## config.mk

```make
export PLATFORM = sky130hd
export DESIGN_NAME = running_metric_statistics_core
export DESIGN_NICKNAME = d
export VERILOG_FILES = /design/src/hdl/rmstat_pkg.sv /design/src/hdl/rmstat_queue.sv /design/src/hdl/rmstat_front.sv /design/src/hdl/rmstat_back.sv /design/src/hdl/running_metric_statistics_core.sv
export SDC_FILE = /design/constraint.sdc
export NUM_CORES = 2
export LEC_CHECK = 0
export BUFFER_PORTS_ARGS = -buffer_cell sky130_fd_sc_hd__buf_2
export CAP_MARGIN = 30
export CORE_UTILIZATION = 45
export CTS_CLUSTER_DIAMETER = 80
export CTS_CLUSTER_SIZE = 12
export DETAILED_ROUTE_END_ITERATION = 8
export HOLD_SLACK_MARGIN = 0.1
export REMOVE_ABC_BUFFERS = 1
export SYNTH_ARGS = -nofsm -noshare
export SYNTH_HDL_FRONTEND = slang
export SYNTH_SLANG_ARGS = --single-unit
```

## constraint.sdc

```tcl
create_clock -name clock -period 28.5 [get_ports clock]
set_input_delay 2.85 -clock clock [delete_from_list [all_inputs] [get_ports clock]]
set_output_delay 2.85 -clock clock [all_outputs]
set_load 0.005 [all_outputs]
```

## src/hdl/rmstat_pkg.sv

```systemverilog
// ----------------------------------------------------------------------------
// rmstat_pkg
// Shared constants and types for the running metric statistics core.
// ----------------------------------------------------------------------------
package rmstat_pkg;

   localparam int ID_BITS       = 32;
   localparam int LOC_BITS      = 32;
   localparam int THRESH_BITS   = 32;
   localparam int CSR_DATA_BITS = 32;
   localparam int CSR_IDX_BITS  = 2;
   localparam int SQ_SUM_BITS   = 64;
   localparam int RMS_BITS      = 31;
   localparam int FRAC_BITS     = 16;
   localparam int SUM_EXTRA     = 16;
   localparam int SQ_SAT_BIT    = 40;
   localparam int MS_SAT_BIT    = 46;

   localparam logic [CSR_IDX_BITS-1:0] CSR_LARGEST_IS_WORST  = 2'd0;
   localparam logic [CSR_IDX_BITS-1:0] CSR_WARNING_ENABLE    = 2'd1;
   localparam logic [CSR_IDX_BITS-1:0] CSR_WARNING_THRESHOLD = 2'd2;

   typedef struct packed {
      logic                   largest_is_worst;
      logic                   warning_enable;
      logic [THRESH_BITS-1:0] warning_threshold;
   } cfg_type;

endpackage

```

## src/hdl/rmstat_queue.sv

```systemverilog
// ----------------------------------------------------------------------------
// rmstat_queue
// Two-entry transaction queue between the front and the back.
// ----------------------------------------------------------------------------
module rmstat_queue #(
   parameter int WIDTH = 162
) (
   input  logic             clock,
   input  logic             reset,
   input  logic             push,
   input  logic [WIDTH-1:0] push_data,
   output logic             full,
   input  logic             pop,
   output logic             head_valid,
   output logic [WIDTH-1:0] head_data
);

   logic [WIDTH-1:0] entry_ff [2];
   logic             wr_ptr_ff, wr_ptr_in;
   logic             rd_ptr_ff, rd_ptr_in;
   logic [1:0]       fill_ff, fill_in;

   assign full       = (fill_ff == 2'd2);
   assign head_valid = (fill_ff != 2'd0);
   assign head_data  = entry_ff[rd_ptr_ff];

   always_comb begin
      wr_ptr_in = push ? ~wr_ptr_ff : wr_ptr_ff;
      rd_ptr_in = pop  ? ~rd_ptr_ff : rd_ptr_ff;
      fill_in   = fill_ff + {1'b0, push} - {1'b0, pop};
   end

   always_ff @(posedge clock) begin
      if (reset) begin
         wr_ptr_ff <= 1'b0;
         rd_ptr_ff <= 1'b0;
         fill_ff   <= 2'd0;
      end else begin
         wr_ptr_ff <= wr_ptr_in;
         rd_ptr_ff <= rd_ptr_in;
         fill_ff   <= fill_in;
      end
   end

   always_ff @(posedge clock) begin
      if (push) begin
         entry_ff[wr_ptr_ff] <= push_data;
      end
   end

endmodule

```

## src/hdl/rmstat_front.sv

```systemverilog
// ----------------------------------------------------------------------------
// rmstat_front
// Register file, request intake and threshold classification.
// ----------------------------------------------------------------------------
module rmstat_front #(
   parameter int VALUE_BITS = 32,
   parameter int ITEM_BITS  = 162
) (
   input  logic                                  clock,
   input  logic                                  reset,
   input  logic                                  csr_we,
   input  logic [rmstat_pkg::CSR_IDX_BITS-1:0]   csr_index,
   input  logic [rmstat_pkg::CSR_DATA_BITS-1:0]  csr_wdata,
   input  logic                                  req_valid,
   output logic                                  req_ready,
   input  logic [VALUE_BITS-1:0]                 req_sample_value,
   input  logic [rmstat_pkg::ID_BITS-1:0]        req_entity_id,
   input  logic [rmstat_pkg::LOC_BITS-1:0]       req_loc_x,
   input  logic [rmstat_pkg::LOC_BITS-1:0]       req_loc_y,
   input  logic [rmstat_pkg::LOC_BITS-1:0]       req_loc_z,
   input  logic                                  req_last_sample,
   input  logic                                  q_full,
   output logic                                  q_push,
   output logic [ITEM_BITS-1:0]                  q_data,
   output rmstat_pkg::cfg_type                   cfg
);

   localparam int CMP_BITS = 49;

   rmstat_pkg::cfg_type cfg_ff, cfg_in;
   logic signed [CMP_BITS-1:0] value_ext;
   logic signed [CMP_BITS-1:0] thresh_ext;
   logic                       above;

   always_comb begin
      cfg_in = cfg_ff;
      if (csr_we) begin
         case (csr_index)
            rmstat_pkg::CSR_LARGEST_IS_WORST:  cfg_in.largest_is_worst = csr_wdata[0];
            rmstat_pkg::CSR_WARNING_ENABLE:    cfg_in.warning_enable   = csr_wdata[0];
            rmstat_pkg::CSR_WARNING_THRESHOLD:
               cfg_in.warning_threshold = csr_wdata[rmstat_pkg::THRESH_BITS-1:0];
            default: cfg_in = cfg_ff;
         endcase
      end
   end

   always_ff @(posedge clock) begin
      if (reset) begin
         cfg_ff <= '0;
      end else begin
         cfg_ff <= cfg_in;
      end
   end

   assign cfg = cfg_ff;

   // classify: strictly above the warning limit
   assign value_ext  = CMP_BITS'($signed(req_sample_value));
   assign thresh_ext = CMP_BITS'($signed(cfg_ff.warning_threshold));
   assign above      = cfg_ff.warning_enable && (value_ext > thresh_ext);

   assign req_ready = ~q_full;
   assign q_push    = req_valid & ~q_full;
   assign q_data    = {req_last_sample, above, req_loc_z, req_loc_y, req_loc_x,
                       req_entity_id, req_sample_value};

endmodule

```

## src/hdl/rmstat_back.sv

```systemverilog
// ----------------------------------------------------------------------------
// rmstat_back
// Run accumulation, shared radix-2 divider, square root and result register.
// ----------------------------------------------------------------------------
module rmstat_back #(
   parameter int COUNT_BITS = 16,
   parameter int VALUE_BITS = 32,
   parameter int ITEM_BITS  = 162
) (
   input  logic                                 clock,
   input  logic                                 reset,
   input  rmstat_pkg::cfg_type                  cfg,
   input  logic                                 q_valid,
   input  logic [ITEM_BITS-1:0]                 q_data,
   output logic                                 q_pop,
   output logic                                 rsp_valid,
   input  logic                                 rsp_ready,
   output logic [COUNT_BITS-1:0]                rsp_sample_count,
   output logic [VALUE_BITS-1:0]                rsp_min_value,
   output logic [VALUE_BITS-1:0]                rsp_max_value,
   output logic [rmstat_pkg::ID_BITS-1:0]       rsp_worst_entity,
   output logic [rmstat_pkg::LOC_BITS-1:0]      rsp_worst_x,
   output logic [rmstat_pkg::LOC_BITS-1:0]      rsp_worst_y,
   output logic [rmstat_pkg::LOC_BITS-1:0]      rsp_worst_z,
   output logic [COUNT_BITS-1:0]                rsp_above_count,
   output logic [VALUE_BITS-1:0]                rsp_mean_value,
   output logic [rmstat_pkg::RMS_BITS-1:0]      rsp_rms_value
);

   localparam int SB    = VALUE_BITS + rmstat_pkg::SUM_EXTRA;
   localparam int QB    = rmstat_pkg::SQ_SUM_BITS;
   localparam int RB    = rmstat_pkg::RMS_BITS;
   localparam int LB    = rmstat_pkg::LOC_BITS;
   localparam int IB    = rmstat_pkg::ID_BITS;
   localparam int PB    = 2 * VALUE_BITS + QB;
   localparam int ID_LO = VALUE_BITS;
   localparam int X_LO  = ID_LO + IB;
   localparam int Y_LO  = X_LO + LB;
   localparam int Z_LO  = Y_LO + LB;
   localparam int AB_BIT = Z_LO + LB;
   localparam int LS_BIT = AB_BIT + 1;
   localparam logic [QB-1:0] MAG_LIM = QB'(1) << (VALUE_BITS - 1);
   localparam logic [VALUE_BITS-1:0] VAL_MAX = {1'b0, {(VALUE_BITS-1){1'b1}}};
   localparam logic [VALUE_BITS-1:0] VAL_MIN = {1'b1, {(VALUE_BITS-1){1'b0}}};
   localparam logic [SB-1:0] SUM_MAX = {1'b0, {(SB-1){1'b1}}};
   localparam logic [SB-1:0] SUM_MIN = {1'b1, {(SB-1){1'b0}}};
   localparam logic [5:0] DIV_LAST  = 6'd63;
   localparam logic [5:0] SQRT_LAST = 6'(RB - 1);

   localparam logic [2:0] ST_IDLE    = 3'd0;
   localparam logic [2:0] ST_ACC     = 3'd1;
   localparam logic [2:0] ST_MEAN_LD = 3'd2;
   localparam logic [2:0] ST_MEAN    = 3'd3;
   localparam logic [2:0] ST_MS_LD   = 3'd4;
   localparam logic [2:0] ST_MS      = 3'd5;
   localparam logic [2:0] ST_SQRT    = 3'd6;
   localparam logic [2:0] ST_OUT     = 3'd7;

   logic [2:0]             state_ff, state_in;
   logic [ITEM_BITS-1:0]   work_ff, work_in;
   logic [QB-1:0]          sq_ff, sq_in;

   logic [COUNT_BITS-1:0]  run_count_ff, run_count_in;
   logic [VALUE_BITS-1:0]  run_min_ff, run_min_in;
   logic [VALUE_BITS-1:0]  run_max_ff, run_max_in;
   logic [IB-1:0]          worst_id_ff, worst_id_in;
   logic [LB-1:0]          worst_x_ff, worst_x_in;
   logic [LB-1:0]          worst_y_ff, worst_y_in;
   logic [LB-1:0]          worst_z_ff, worst_z_in;
   logic [SB-1:0]          value_sum_ff, value_sum_in;
   logic [QB-1:0]          square_sum_ff, square_sum_in;
   logic [COUNT_BITS-1:0]  hits_ff, hits_in;

   logic [COUNT_BITS:0]    div_rem_ff, div_rem_in;
   logic [QB-1:0]          div_quo_ff, div_quo_in;
   logic [5:0]             step_ff, step_in;
   logic                   neg_ff, neg_in;
   logic [VALUE_BITS-1:0]  mean_ff, mean_in;
   logic                   rms_sat_ff, rms_sat_in;
   logic [2*RB-1:0]        rad_ff, rad_in;
   logic [RB+2:0]          sq_rem_ff, sq_rem_in;
   logic [RB-1:0]          root_ff, root_in;

   logic                   rsp_valid_ff, rsp_valid_in;
   logic                   out_load;
   logic [COUNT_BITS-1:0]  o_count_ff, o_hits_ff;
   logic [VALUE_BITS-1:0]  o_min_ff, o_max_ff, o_mean_ff;
   logic [IB-1:0]          o_id_ff;
   logic [LB-1:0]          o_x_ff, o_y_ff, o_z_ff;
   logic [RB-1:0]          o_rms_ff;

   // item fields
   logic [VALUE_BITS-1:0]  q_v, w_v, q_abs;
   logic [PB-1:0]          q_prod;
   logic                   q_big;
   logic                   first, take, v_lt_min, v_gt_max;
   logic [SB:0]            sum_wide;
   logic [QB:0]            sq_wide;
   logic [SB-1:0]          sum_abs;
   logic [COUNT_BITS:0]    rem_sh, rem_sub;
   logic                   rem_ge;
   logic [RB+2:0]          srem_sh, srem_trial;
   logic                   srem_ge;

   always_comb begin
      q_v    = q_data[VALUE_BITS-1:0];
      w_v    = work_ff[VALUE_BITS-1:0];
      q_abs  = q_v[VALUE_BITS-1] ? (~q_v + 1'b1) : q_v;
      q_prod = PB'(q_abs) * PB'(q_abs);
      q_big  = (PB'(q_abs) >> rmstat_pkg::SQ_SAT_BIT) != '0;

      first    = (run_count_ff == '0);
      v_lt_min = $signed(w_v) < $signed(run_min_ff);
      v_gt_max = $signed(w_v) > $signed(run_max_ff);
      take     = first || (cfg.largest_is_worst ? v_gt_max : v_lt_min);

      sum_wide = {value_sum_ff[SB-1], value_sum_ff}
               + (SB+1)'($signed(w_v));
      sq_wide  = {1'b0, square_sum_ff} + {1'b0, sq_ff};
      sum_abs  = value_sum_ff[SB-1] ? (~value_sum_ff + 1'b1) : value_sum_ff;

      rem_sh  = {div_rem_ff[COUNT_BITS-1:0], div_quo_ff[QB-1]};
      rem_ge  = rem_sh >= {1'b0, run_count_ff};
      rem_sub = rem_sh - {1'b0, run_count_ff};

      srem_sh    = {sq_rem_ff[RB:0], rad_ff[2*RB-1 -: 2]};
      srem_trial = {1'b0, root_ff, 2'b01};
      srem_ge    = srem_sh >= srem_trial;
   end

   always_comb begin
      state_in      = state_ff;
      work_in       = work_ff;
      sq_in         = sq_ff;
      run_count_in  = run_count_ff;
      run_min_in    = run_min_ff;
      run_max_in    = run_max_ff;
      worst_id_in   = worst_id_ff;
      worst_x_in    = worst_x_ff;
      worst_y_in    = worst_y_ff;
      worst_z_in    = worst_z_ff;
      value_sum_in  = value_sum_ff;
      square_sum_in = square_sum_ff;
      hits_in       = hits_ff;
      div_rem_in    = div_rem_ff;
      div_quo_in    = div_quo_ff;
      step_in       = step_ff;
      neg_in        = neg_ff;
      mean_in       = mean_ff;
      rms_sat_in    = rms_sat_ff;
      rad_in        = rad_ff;
      sq_rem_in     = sq_rem_ff;
      root_in       = root_ff;
      q_pop         = 1'b0;
      out_load      = 1'b0;
      rsp_valid_in  = rsp_valid_ff & ~rsp_ready;

      case (state_ff)
         ST_IDLE: begin
            if (q_valid) begin
               q_pop    = 1'b1;
               work_in  = q_data;
               sq_in    = q_big ? '1 : q_prod[QB+rmstat_pkg::FRAC_BITS-1:rmstat_pkg::FRAC_BITS];
               state_in = ST_ACC;
            end
         end
         ST_ACC: begin
            run_min_in = (first || v_lt_min) ? w_v : run_min_ff;
            run_max_in = (first || v_gt_max) ? w_v : run_max_ff;
            if (take) begin
               worst_id_in = work_ff[ID_LO +: IB];
               worst_x_in  = work_ff[X_LO +: LB];
               worst_y_in  = work_ff[Y_LO +: LB];
               worst_z_in  = work_ff[Z_LO +: LB];
            end
            if (run_count_ff != '1) begin
               run_count_in = run_count_ff + 1'b1;
            end
            if (sum_wide[SB] != sum_wide[SB-1]) begin
               value_sum_in = sum_wide[SB] ? SUM_MIN : SUM_MAX;
            end else begin
               value_sum_in = sum_wide[SB-1:0];
            end
            square_sum_in = sq_wide[QB] ? '1 : sq_wide[QB-1:0];
            if (work_ff[AB_BIT] && (hits_ff != '1)) begin
               hits_in = hits_ff + 1'b1;
            end
            state_in = work_ff[LS_BIT] ? ST_MEAN_LD : ST_IDLE;
         end
         ST_MEAN_LD: begin
            div_quo_in = QB'(sum_abs);
            div_rem_in = '0;
            step_in    = '0;
            neg_in     = value_sum_ff[SB-1];
            state_in   = ST_MEAN;
         end
         ST_MEAN, ST_MS: begin
            div_rem_in = rem_ge ? rem_sub : rem_sh;
            div_quo_in = {div_quo_ff[QB-2:0], rem_ge};
            step_in    = step_ff + 1'b1;
            if (step_ff == DIV_LAST) begin
               state_in = (state_ff == ST_MEAN) ? ST_MS_LD : ST_SQRT;
               if (state_ff == ST_MS) begin
                  rms_sat_in = (div_quo_in >> rmstat_pkg::MS_SAT_BIT) != '0;
                  rad_in     = {div_quo_in[2*RB-rmstat_pkg::FRAC_BITS-1:0],
                                {rmstat_pkg::FRAC_BITS{1'b0}}};
                  sq_rem_in  = '0;
                  root_in    = '0;
                  step_in    = '0;
               end
            end
         end
         ST_MS_LD: begin
            if (neg_ff) begin
               mean_in = (div_quo_ff > MAG_LIM) ? VAL_MIN
                       : (~div_quo_ff[VALUE_BITS-1:0] + 1'b1);
            end else begin
               mean_in = (div_quo_ff >= MAG_LIM) ? VAL_MAX : div_quo_ff[VALUE_BITS-1:0];
            end
            div_quo_in = square_sum_ff;
            div_rem_in = '0;
            step_in    = '0;
            state_in   = ST_MS;
         end
         ST_SQRT: begin
            sq_rem_in = srem_ge ? (srem_sh - srem_trial) : srem_sh;
            root_in   = {root_ff[RB-2:0], srem_ge};
            rad_in    = {rad_ff[2*RB-3:0], 2'b00};
            step_in   = step_ff + 1'b1;
            if (step_ff == SQRT_LAST) begin
               state_in = ST_OUT;
            end
         end
         ST_OUT: begin
            if (!rsp_valid_ff || rsp_ready) begin
               out_load      = 1'b1;
               rsp_valid_in  = 1'b1;
               run_count_in  = '0;
               run_min_in    = '0;
               run_max_in    = '0;
               worst_id_in   = '0;
               worst_x_in    = '0;
               worst_y_in    = '0;
               worst_z_in    = '0;
               value_sum_in  = '0;
               square_sum_in = '0;
               hits_in       = '0;
               state_in      = ST_IDLE;
            end
         end
         default: state_in = ST_IDLE;
      endcase
   end

   always_ff @(posedge clock) begin
      if (reset) begin
         state_ff      <= ST_IDLE;
         rsp_valid_ff  <= 1'b0;
         run_count_ff  <= '0;
         run_min_ff    <= '0;
         run_max_ff    <= '0;
         worst_id_ff   <= '0;
         worst_x_ff    <= '0;
         worst_y_ff    <= '0;
         worst_z_ff    <= '0;
         value_sum_ff  <= '0;
         square_sum_ff <= '0;
         hits_ff       <= '0;
      end else begin
         state_ff      <= state_in;
         rsp_valid_ff  <= rsp_valid_in;
         run_count_ff  <= run_count_in;
         run_min_ff    <= run_min_in;
         run_max_ff    <= run_max_in;
         worst_id_ff   <= worst_id_in;
         worst_x_ff    <= worst_x_in;
         worst_y_ff    <= worst_y_in;
         worst_z_ff    <= worst_z_in;
         value_sum_ff  <= value_sum_in;
         square_sum_ff <= square_sum_in;
         hits_ff       <= hits_in;
      end
   end

   always_ff @(posedge clock) begin
      work_ff    <= work_in;
      sq_ff      <= sq_in;
      div_rem_ff <= div_rem_in;
      div_quo_ff <= div_quo_in;
      step_ff    <= step_in;
      neg_ff     <= neg_in;
      mean_ff    <= mean_in;
      rms_sat_ff <= rms_sat_in;
      rad_ff     <= rad_in;
      sq_rem_ff  <= sq_rem_in;
      root_ff    <= root_in;
      if (out_load) begin
         o_count_ff <= run_count_ff;
         o_min_ff   <= run_min_ff;
         o_max_ff   <= run_max_ff;
         o_id_ff    <= worst_id_ff;
         o_x_ff     <= worst_x_ff;
         o_y_ff     <= worst_y_ff;
         o_z_ff     <= worst_z_ff;
         o_hits_ff  <= hits_ff;
         o_mean_ff  <= mean_ff;
         o_rms_ff   <= rms_sat_ff ? '1 : root_ff;
      end
   end

   assign rsp_valid        = rsp_valid_ff;
   assign rsp_sample_count = o_count_ff;
   assign rsp_min_value    = o_min_ff;
   assign rsp_max_value    = o_max_ff;
   assign rsp_worst_entity = o_id_ff;
   assign rsp_worst_x      = o_x_ff;
   assign rsp_worst_y      = o_y_ff;
   assign rsp_worst_z      = o_z_ff;
   assign rsp_above_count  = o_hits_ff;
   assign rsp_mean_value   = o_mean_ff;
   assign rsp_rms_value    = o_rms_ff;

   a_pop_only_idle: assert property (@(posedge clock) disable iff (reset)
      q_pop |-> (state_ff == ST_IDLE))
      else $error("queue popped outside idle");

   a_load_nonempty: assert property (@(posedge clock) disable iff (reset)
      out_load |-> (run_count_ff != '0))
      else $error("result loaded for an empty run");

   a_clear_after_load: assert property (@(posedge clock) disable iff (reset)
      out_load |=> (run_count_ff == '0) && rsp_valid_ff)
      else $error("run not cleared after result");

   a_min_le_max: assert property (@(posedge clock) disable iff (reset)
      (run_count_ff != '0) |-> ($signed(run_min_ff) <= $signed(run_max_ff)))
      else $error("run minimum above maximum");

endmodule

```

## src/hdl/running_metric_statistics_core.sv

```systemverilog
// ----------------------------------------------------------------------------
// running_metric_statistics_core
// Running count, min, max, worst item, above-threshold count, mean and rms of a metric stream.
// ----------------------------------------------------------------------------
// Each transaction passes through a two-entry queue into the accumulator, which
// handles it in two states (pop with squaring, then the update of the run
// totals) and pops the next one only after those totals are updated. On the
// transaction marked last the accumulator goes on through two 64-step
// radix-2 divisions by the count (mean, then mean square) with a load state
// ahead of each, a 31-step square root and a state that loads the output
// register once the previous result has been taken, after which the result
// sits there until taken while the next run is accumulated.
module running_metric_statistics_core #(
   parameter int COUNT_BITS = 16,
   parameter int VALUE_BITS = 32
) (
   input  logic                                 clock,
   input  logic                                 reset,
   input  logic                                 csr_we,
   input  logic [rmstat_pkg::CSR_IDX_BITS-1:0]  csr_index,
   input  logic [rmstat_pkg::CSR_DATA_BITS-1:0] csr_wdata,
   input  logic                                 req_valid,
   output logic                                 req_ready,
   input  logic [VALUE_BITS-1:0]                req_sample_value,
   input  logic [rmstat_pkg::ID_BITS-1:0]       req_entity_id,
   input  logic [rmstat_pkg::LOC_BITS-1:0]      req_loc_x,
   input  logic [rmstat_pkg::LOC_BITS-1:0]      req_loc_y,
   input  logic [rmstat_pkg::LOC_BITS-1:0]      req_loc_z,
   input  logic                                 req_last_sample,
   output logic                                 rsp_valid,
   input  logic                                 rsp_ready,
   output logic [COUNT_BITS-1:0]                rsp_sample_count,
   output logic [VALUE_BITS-1:0]                rsp_min_value,
   output logic [VALUE_BITS-1:0]                rsp_max_value,
   output logic [rmstat_pkg::ID_BITS-1:0]       rsp_worst_entity,
   output logic [rmstat_pkg::LOC_BITS-1:0]      rsp_worst_x,
   output logic [rmstat_pkg::LOC_BITS-1:0]      rsp_worst_y,
   output logic [rmstat_pkg::LOC_BITS-1:0]      rsp_worst_z,
   output logic [COUNT_BITS-1:0]                rsp_above_count,
   output logic [VALUE_BITS-1:0]                rsp_mean_value,
   output logic [rmstat_pkg::RMS_BITS-1:0]      rsp_rms_value
);

   localparam int ITEM_BITS = VALUE_BITS + rmstat_pkg::ID_BITS
                            + 3 * rmstat_pkg::LOC_BITS + 2;

   rmstat_pkg::cfg_type  cfg;
   logic                 q_push, q_full, q_pop, q_valid;
   logic [ITEM_BITS-1:0] q_wdata, q_rdata;

   rmstat_front #(
      .VALUE_BITS (VALUE_BITS),
      .ITEM_BITS  (ITEM_BITS)
   ) u_front (
      .clock            (clock),
      .reset            (reset),
      .csr_we           (csr_we),
      .csr_index        (csr_index),
      .csr_wdata        (csr_wdata),
      .req_valid        (req_valid),
      .req_ready        (req_ready),
      .req_sample_value (req_sample_value),
      .req_entity_id    (req_entity_id),
      .req_loc_x        (req_loc_x),
      .req_loc_y        (req_loc_y),
      .req_loc_z        (req_loc_z),
      .req_last_sample  (req_last_sample),
      .q_full           (q_full),
      .q_push           (q_push),
      .q_data           (q_wdata),
      .cfg              (cfg)
   );

   rmstat_queue #(
      .WIDTH (ITEM_BITS)
   ) u_queue (
      .clock      (clock),
      .reset      (reset),
      .push       (q_push),
      .push_data  (q_wdata),
      .full       (q_full),
      .pop        (q_pop),
      .head_valid (q_valid),
      .head_data  (q_rdata)
   );

   rmstat_back #(
      .COUNT_BITS (COUNT_BITS),
      .VALUE_BITS (VALUE_BITS),
      .ITEM_BITS  (ITEM_BITS)
   ) u_back (
      .clock            (clock),
      .reset            (reset),
      .cfg              (cfg),
      .q_valid          (q_valid),
      .q_data           (q_rdata),
      .q_pop            (q_pop),
      .rsp_valid        (rsp_valid),
      .rsp_ready        (rsp_ready),
      .rsp_sample_count (rsp_sample_count),
      .rsp_min_value    (rsp_min_value),
      .rsp_max_value    (rsp_max_value),
      .rsp_worst_entity (rsp_worst_entity),
      .rsp_worst_x      (rsp_worst_x),
      .rsp_worst_y      (rsp_worst_y),
      .rsp_worst_z      (rsp_worst_z),
      .rsp_above_count  (rsp_above_count),
      .rsp_mean_value   (rsp_mean_value),
      .rsp_rms_value    (rsp_rms_value)
   );

endmodule

```

# After elaboration in Yosys (flattened, before gate mapping)
# Memory sizes are Yosys's and may differ from the RTL's. A register that Yosys moved wholly into a read port is not among the register bits.
# Index checks and enable logic that the tools add are counted.
# word_totals
n_memories	1
elab_cells	190
inputBits	200
ff_bits	1120
out_inout_bits	289
ramBits	324
# mem_list
memory	depth	width	rd	rd_ports_with_merged_regs	wr	line_no	source
u_queue.entry_ff	2	162	1	1	1	rmstat_queue.sv:18	logic [WIDTH-1:0] entry_ff [2];
# op_classes
magnitude_cmp	7
mul	1
bitwise_logic	9
muxes	64
addsub	12
n_eq_ne	25
n_reduce_logical	32
# ops
op	count
$mux W32	14
$pmux W32 S2	7
$mux W48	4
$pmux W64 S3	1
$mux W64	2
$pmux W64 S2	1
$mux W62	2
$pmux W62 S2	1
$pmux W16 S2	3
$pmux W48 S2	1
$add A64 B48 Y65	1
$add A32 B1 Y32 const B	2
$ge A64 B32 Y1 const B	1
$gt A32 B32 Y1	2
$gt A64 B32 Y1 const B	1
$mul A32 B32 Y64	1
$mux W16	4
$not A32 Y32	2
$reduce_bool A64 Y1	1
$mux W31	2
$pmux W31 S2	1
$add A48 B32 Y49	1
$add A48 B1 Y48 const B	1
$not A48 Y48	1
40 further kinds	93

# Longest topological paths before layout
# logic_depth
depth_word	5
depth_mapped	43
ltp_nobuf	40

# Cells and area by module
# From an unflattened synthesis, not the netlist that was laid out.
# hier_totals
cells_unflattened	8080
hier_area_um2	91636.6
# by_module_without_submodules
mod	instances	cells_each	seq_area_each_um2	area_each_um2
rmstat_back	1	7128	28607.4	76173.1
rmstat_queue	1	525	9829.4	12225.5
rmstat_front	1	427	680.7	3238.1

# Worst setup path before layout
# OpenSTA, ideal clock, no wires.
# synth_path
kind	reg-to-reg
start	register u_back.state_ff[1]
end	register u_queue.fill_ff[1]
required_time_ns	28.372
arrival_ns	23.551
stages_incl_launch_ff	9
period_less_slack_ns	23.678
n_path_buf	1
slack_ns	4.822
setup_ns	0.128
cell_sequence	dfxtp_1 clkbuf_1 nor4_1 ha_1 inv_1 ha_1 xor2_1 xnor2_1 nor2_1
# synth_via
elab_chain_cells	3
# synth_rtl
item	line_no	source
start, declared	rmstat_back.sv:59	logic [2:0] state_ff, state_in;
start signal, assigned	rmstat_back.sv:270	state_ff <= state_in;
$logic_not A3 Y1	rmstat_back.sv:158	case (state_ff)
$mux W1	rmstat_back.sv:158	
named net q_pop	running_metric_statistics_core.sv:48	logic q_push, q_full, q_pop, q_valid;
$sub A2 B1 Y2	rmstat_queue.sv:30	fill_in = fill_ff + {1'b0, push} - {1'b0, pop};
end signal, assigned	rmstat_queue.sv:41	fill_ff <= fill_in;
end, declared	rmstat_queue.sv:21	logic [1:0] fill_ff, fill_in;
# The timed path passes the listed nets, and every way through them passes these cells.
# A chain may end at the register's enable or synchronous reset.

==> qor.csv <==
stage,metric,value,unit
status,status,"finished, final reports clean",
routing,Total Wirelength,261000,um
critical_path,worst endpoint required time,29.04,ns
synthesis,Yosys Warn Count,0,
floorplan,Std-Cell Rows,165,
floorplan,Die Span Y,453,um
timing,unrepaired setup endpoints after global routing,no,
placement,dpl hpwl,194000,um
critical_path,crit-path max FO,34,
placement,# port buffers,488,
timing,Slew HR,27.0,%
critical_path,worst stage delay on the critical path,0.89,ns
floorplan,die width,453,um
critical_path,number of buffers and inverters on the critical path,7,
clocking,Clock Path Buffers,3,
synthesis,synthesized area,91500,um^2
timing,Slew @ Worst Pin,1.09,ns
timing,min cycle time layout,12.48,ns
critical_path,crit end category,flop,
synthesis,Mapped Cells,8467,
floorplan,CORE AREA,202000,um^2
clocking,CTS sink cnt,1429,
clocking,# resized after CTS,0,
timing,setup violators final,0,
clocking,root buffer selected by CTS,clkbuf_16,
timing,Final Hold Fails,0,
cells_and_area,Layout Nets,10423,
cells_and_area,Area Growth Syn to Fin,11.5,%
cells_and_area,share of layout cells above drive strength 1,11.4,%
global_route,first-pass GRT wire length,396000,um
timing,Final Cycle Share,43.8,%
critical_path,Crit path max-delay family,adder cells,
clocking,number of CTS-inserted buffers,143,
routing,# DRC,0,
clocking,worst-skew pair later-pin latency,0.80,ns
clocking,H-tree levels,4,
global_route,largest net degree at the start of global routing,122,
clocking,hold bufs inserted after CTS,0,
routing,first-pass iteration count of the detailed router,5,
placement,Area after DPL,97400,um^2
synthesis,count of cell types in the netlist,86,
critical_path,most repeated library cell on the critical path,fa_1,
synthesis,ys flop type,edfxtp_1,
routing,routed length per instance,22.3,um
clocking,post-CTS setup repair buffer count,0,
synthesis,Mapped Avg Cell Area,10.8,um^2
min_path,type of the worst min-delay path,reg2reg,
cells_and_area,most frequent cells in the layout,"1244 x inv_1, 1050 x edfxtp_1, 873 x nand2_1, 803 x fa_1, 637 x nor2_1",
timing,Final Max Slew Viols,0,
floorplan,Die Area,205000,um^2
synthesis,largest area contributor in the netlist,edfxtp_1,
synthesis,ys async rst share,0,%
synthesis,"EDFF count, synth",1050,
timing,skew final,0.0484,ns
critical_path,slowest cell on the critical path,clkinv_1,
routing,vias per cell,5.45,
critical_path,Startpoint Class,flop,
flow_run,max_cap viols,0,
synthesis,largest cells by area after synthesis,"edfxtp_1 34%, fa_1 18%, dfxtp_1 8.3%",
synthesis,Synth Register Bits,1429,
clocking,CTS tree,yes,
cells_and_area,fin area,102000,um^2
global_route,overall routing resource usage,25.4,%
global_route,initial antenna violation count,20,
routing,first-iteration detailed-routing DRC count,4863,
global_route,vias in the first global route,64613,
critical_path,crit path DAT,13.02,ns
cells_and_area,"most common cell after layout, fill and taps aside",inv_1,
clocking,Worst-path clk slew,0.06,ns
synthesis,Yosys top cell area share,34.5,%
timing,fmax,0.0801,GHz
floorplan,IO Pins,489,
critical_path,Crit Path Class,reg2reg,
routing,Final ANT Viol Nets,0,
routing,Vias,63669,
timing,setup TNS,0,ns
placement,global placement routability congestion,0.912,
synthesis,post-synthesis sequential area ratio,42.8,%
global_route,"Remaining Overflow, GRT",0,
floorplan,initial core utilization,45.3,%
timing,minimum hold slack,0.410,ns
-- per-layer routing --
layer	global-route usage, %	vias up	share of wire, %
li1	-	29314	-
met1	33.8	32045	43
met2	42.2	1880	48
met3	3.83	426	5.7
met4	8.94	4	3.6
met5	0	-	0.010
-- cell families (layout without fill, tap and decap cells) --
group	Yosys count	after routing	synth area share, %
and+or+nand+nor	2182	2182	10.6
adders and majority gates	1338	1338	24.9
xor gates and xnor gates	303	303	2.90
other	2	40	0.00821
muxes	266	266	3.10
buffers and inverters	1609	2116	6.63
AOI/OAI and AO/OA	1338	1338	9.13
DFF	1429	1429	42.8
-- path summary, 6_finish.rpt --
kind,endpoint,slack (ns),cells after the start,from
max,u_back.sq_ff[47]$_DFFE_PP_,16.02,37,flop
min,u_back.rsp_mean_value[29]$_DFFE_PP_,0.41,0,u_back.mean_ff[29]$_DFFE_PN_
max reg2reg,u_back.sq_ff[47]$_DFFE_PP_,16.02,37,flop
min reg2reg,u_back.rsp_mean_value[29]$_DFFE_PP_,0.41,0,u_back.mean_ff[29]$_DFFE_PN_
-- sequential cells by signal, summed over array words and instances (netlist names), 34 cells and up, named ones only --
register and count:
u_back.div_quo_ff 64, u_back.rad_ff 46, u_back.sq_ff 48, u_front.cfg 34, u_back.work_ff 162, u_back.square_sum_ff 64, u_queue.entry_ff 324, u_back.value_sum_ff 48
-- cell type report --
| cell class | count | area, um^2 |
|---|---|---|
| antenna | 15 | 37.5 |
| clock buffer | 229 | 3970 |
| clock inverter | 26 | 490 |
| fill | 18217 | 100000 |
| inverter | 1257 | 4730 |
| multi-input combinational | 5452 | 46600 |
| sequential | 1429 | 39100 |
| tap | 2672 | 3340 |
| timing repair buffer | 604 | 3590 |
-- per-stage QoR --
step / cells / setup slack (ns) / utilization (%)
4_1_cts: 11668 / 16.09 / 50.4
6_report: 11684 / 16.02 / 50.4
3_5_place_dp: 11413 / 16.07 / 48.2
3_3_place_gp: 11398 / 16.31 / 48.0
5_1_grt: 11681 / 15.36 / 50.4
2_1_floorplan: 8138 / 4.93 / -
-- cell usage after synthesis (all sizes together) (125+ instances only) --
master	n
o21ai	296
nand2	874
fa	803
dfxtp	379
nor2	643
mux2i	127
a21o	152
xnor2	178
mux2	139
nand3	192
inv	1245
edfxtp	1050
clkbuf	326
ha	533
a21oi	463
xor2	125
Power is not shown: default switching activity piles up to over one toggle a cycle in this logic, so the estimate is an artifact.
